## src/design/wpc_pkg.sv

```systemverilog
// shared constants, state types and result struct of the windowed correlation block
`timescale 1ns / 1ps
package wpc_pkg;

	localparam int MAX_HALF_WINDOW = 32;
	localparam int RING_DEPTH      = 64;
	localparam int SAMPLE_W        = 24;
	localparam int PAIR_W          = 2 * SAMPLE_W;
	localparam int POS_W           = 16;
	localparam int CORR_W          = 16;
	localparam int HW_W            = 6;
	localparam logic [HW_W-1:0] HW_RESET = 6'd4;
	// quotient carries 2^30 scale plus one bit for exactly 1.0
	localparam int QUOT_W          = 31;
	localparam int ROOT_W          = 16;
	localparam logic [CORR_W-1:0] CORR_ONE = 16'd32768;

	typedef enum logic [2:0] {
		ST_IDLE,
		ST_SETUP,
		ST_ACCUM,
		ST_KICK,
		ST_WAIT,
		ST_OUT
	} top_state_t;

	typedef enum logic [2:0] {
		CR_IDLE,
		CR_DIFF,
		CR_MUL,
		CR_DINIT,
		CR_DIV,
		CR_SQRT,
		CR_DONE
	} corr_state_t;

	typedef struct packed {
		logic              done;
		logic [CORR_W-1:0] correlation;
		logic              degenerate;
	} corr_res_t;

endpackage

```

## src/design/wpc_cell.sv

```systemverilog
// one cell of the pair chain: holds a pair and takes its neighbor's on a shift
`timescale 1ns / 1ps
module wpc_cell (
	input  logic                        clk,
	input  logic                        shift_en,
	input  logic [wpc_pkg::PAIR_W-1:0]  pair_in,
	output logic [wpc_pkg::PAIR_W-1:0]  pair_out
);

	logic [wpc_pkg::PAIR_W-1:0] pair_q;

	// payload register, no reset needed
	always_ff @(posedge clk) begin
		if (shift_en) begin
			pair_q <= pair_in;
		end
	end

	assign pair_out = pair_q;

endmodule

```

## config.mk

```make
export PLATFORM = sky130hd
export DESIGN_NAME = wpc_cell
export DESIGN_NICKNAME = d
export VERILOG_FILES = /design/src/design/wpc_pkg.sv /design/src/design/wpc_cell.sv
export SDC_FILE = /design/constraint.sdc
export NUM_CORES = 1
export LEC_CHECK = 0
export BUFFER_PORTS_ARGS = -buffer_cell sky130_fd_sc_hd__buf_2
export CAP_MARGIN = 40
export CORE_ASPECT_RATIO = 0.5
export CORE_MARGIN = 2
export CORE_UTILIZATION = 40
export DETAILED_ROUTE_END_ITERATION = 12
export PLACE_DENSITY = 0.8
export REMOVE_ABC_BUFFERS = 1
export SLEW_MARGIN = 10
export SYNTH_ARGS = -nofsm -noshare
export SYNTH_HDL_FRONTEND = slang
export SYNTH_SLANG_ARGS = --single-unit
```

## constraint.sdc

```tcl
create_clock -name clk -period 0.8 [get_ports clk]
set_clock_uncertainty 0.05 [all_clocks]
set_input_delay 0.04 -clock clk [delete_from_list [all_inputs] [get_ports clk]]
set_output_delay 0.04 -clock clk [all_outputs]
set_load 0.005 [all_outputs]
```

### Yosys cells after proc, flatten, opt, wreduce, memory -nomap -nowiden

Index checks and enable logic that the tools add are counted.

| storage, ports and cells | value |
|---|---|
| register bits | 48 |
| input bits | 50 |
| output and inout bits | 48 |
| word-level logic and storage cells | 1 |

### Longest topological paths before layout

| depth | value |
|---|---|
| depth in word-level cells | 0 |
| depth in mapped cells | 0 |
| depth with buffers taken out | 0 |

### Worst setup path before layout

Ideal clock, no wire load.

| timing | value |
|---|---|
| path kind | register -> output |
| start point | register pair_q, in the netlist pair_out[0] |
| end point | output port pair_out[0] in the netlist's numbering |
| data arrival time | 0.355 ns |
| slack | 0.355 ns |
| cell stages (with the launch flop) | 1 |
| path buffers | 0 |
| path through | edfxtp_1 |

RTL lines:

| item | RTL line | text |
|---|---|---|
| from (decl) | wpc_cell.sv:10 | `logic [wpc_pkg::PAIR_W-1:0] pair_q;` |
| from (signal assigned) | wpc_cell.sv:15 | `pair_q <= pair_in;` |
| to (decl) | wpc_cell.sv:7 | `output logic [wpc_pkg::PAIR_W-1:0] pair_out` |

No word-level cell between the ends.

### Worst setup path in the final report

| timing | value |
|---|---|
| start point | register pair_q, in the netlist pair_out[31] |
| end point | output port pair_out[31] in the netlist's numbering |

No word-level cell between the ends.

==> out/results.ini <==
[final_layout]
syn_to_final_growth_pct=81.4
largest_register_ffs=48
fill_cells=207
stdcell_count=254
num-nets-final=254
design_area_sq_mm=0.00262
diodes=0
multiInputGateArea_sq_um=0
layout-drive-gt1-share_pct=52.2
multi_input_cells=0

[worst_setup_path]
cp_num_buf_inv=1
critPathKind=register to primary output
worstPathCellList=buf_2
critPathTopFamily=flip-flops
critical_path.startpoint_type=register
end_kind=primary output
required_ns=0.71
critical-path-max-stage-delay_ns=0.41
worstPathArrival_ns=0.85
cp_max_fo=1
slowest_stage=edfxtp_1

[pwr]
p_leak_nw=1.13
p_per_area_mw_per_mm2=2020
power_mw=5.30
ir_drop_mv=1.28

[timing]
max_freq_mhz=1060
fin_crit_ns=0.944
post-route-period-util_pct=118
rsz0062_at_grt=yes
worstMarginPinSlew_ns=0.173
hold_viol=0
finalSetupViolations=48
drv_slew=0
fin_ws_ns=-0.144
relSlewSlack_pct=88.4

[yosys]
netlist_area_sq_mm=0.00144
synth_area_per_cell_sq_um=30.0
ys_warn_count=0
synth_cells=48
ys_ff_latch=48
ys_types=1
synth_seq_area_share_pct=100

[floorplanning]
boundaryPins=98
die_w_um=88.9
start_util_pct=42.0
num_rows=15
fp.coreArea_sq_mm=0.00343
die_y_um=46.4
dieArea_sq_mm=0.00413

[clock_tree]
postCtsSetupBuffers=0
numCtsBuffers=5
cts_tree=yes
htreeDepth=2
cts.sink_count=48
clock_path_buffers=2
post_cts_resized=0
clockRootBuffer=clkbuf_8
clk_pin_slew_ns=0.09

[global_routing]
grt_pass1_vias=1055
grt_overflow=0
grt.total_usage_pct=20.2
antenna_found_initial=0
grt_max_degree=33
grt_pass1_wl_um=5480

[drt]
drt_first_iter_violations=53
totalWireLength_um=4030
drc=0
vias_per_cell=4.33
route.vias.total=1101
ant_nets=0
wire_per_inst_um=15.9
firstDrtPassIters=4

[worst_hold_path]
hold_class=input pin to register

[outcome]
violations=setup timing
status=finished with violations

[placed_design]
io_buffers=97
placedInstanceArea_sq_mm=0.00203
gp_congestion=0.739
placedCellCount=199
place_ws_ns=0.0366

[job]
cap_violations=0

==> layout by cell type, fill, tap and decap left out, drive strengths merged <==
cell and n:
clkbuf 5, edfxtp 48, bufinv 1, buf 100, dlygate4sd3 49
==> repair_timing <==
item	in CTS	in global routing
hold endpoints to repair	49	0
endpoints found under the setup margin	48	48
hold buffers	49	0
pin swaps	0	0
==> area by class of cell <==
type,instances,area (sq um),area share [%]
flip-flops and latches,48,1440,55.1
repair buffers,149,1010,38.7
clock buffers,5,68.8,2.63
clock inverters,1,30.0,1.15
well taps,51,63.8,2.44
==> power by group <==
| part | switching [mW] | internal [mW] | total, mW | leakage [nW] |
|---|---|---|---|---|
| Sequential | 0.0580 | 2.99 | 3.04 | 0.470 |
| Clock | 0.753 | 0.897 | 1.65 | 0.0501 |
| Combinational | 0.226 | 0.375 | 0.601 | 0.605 |
| Total | 1.04 | 4.26 | 5.30 | 1.13 |
==> synthesized netlist by cell type <==
library cell  instances  area share, %
edfxtp_1             48            100
==> routing by layer <==
metal	global-route usage (%)	vias up	part of all wire, %
li1	-	501	-
met1	21.1	545	36
met2	37.3	42	56
met3	6.27	13	5.2
met4	11.2	0	3.0
met5	0	-	0
==> cells by family after synthesis <==
| family | synth area share, % |
|---|---|
| flip-flops | 100 |
==> per-stage QoR <==
step / TNS, ns / utilization [%] / hold slack, ns
after global routing: -6.37 / 76.1 / 0.114
after CTS: -4.44 / 76.1 / 0.103
after global placement: 0 / 59.0 / 0.167
final: -4.65 / 76.1 / 0.112
after floorplan: 0 / - / 0.0889
after detailed placement: 0 / 59.0 / 0.168
==> final timing paths <==
kind / from / depth (start not counted) / slack (ns) / end
hold / removal: shift_en / 2 / 0.11 / pair_out[32]
setup / recovery: pair_out[31] / 1 / -0.14 / pair_out[31]
(Power assumes the default switching activity.)
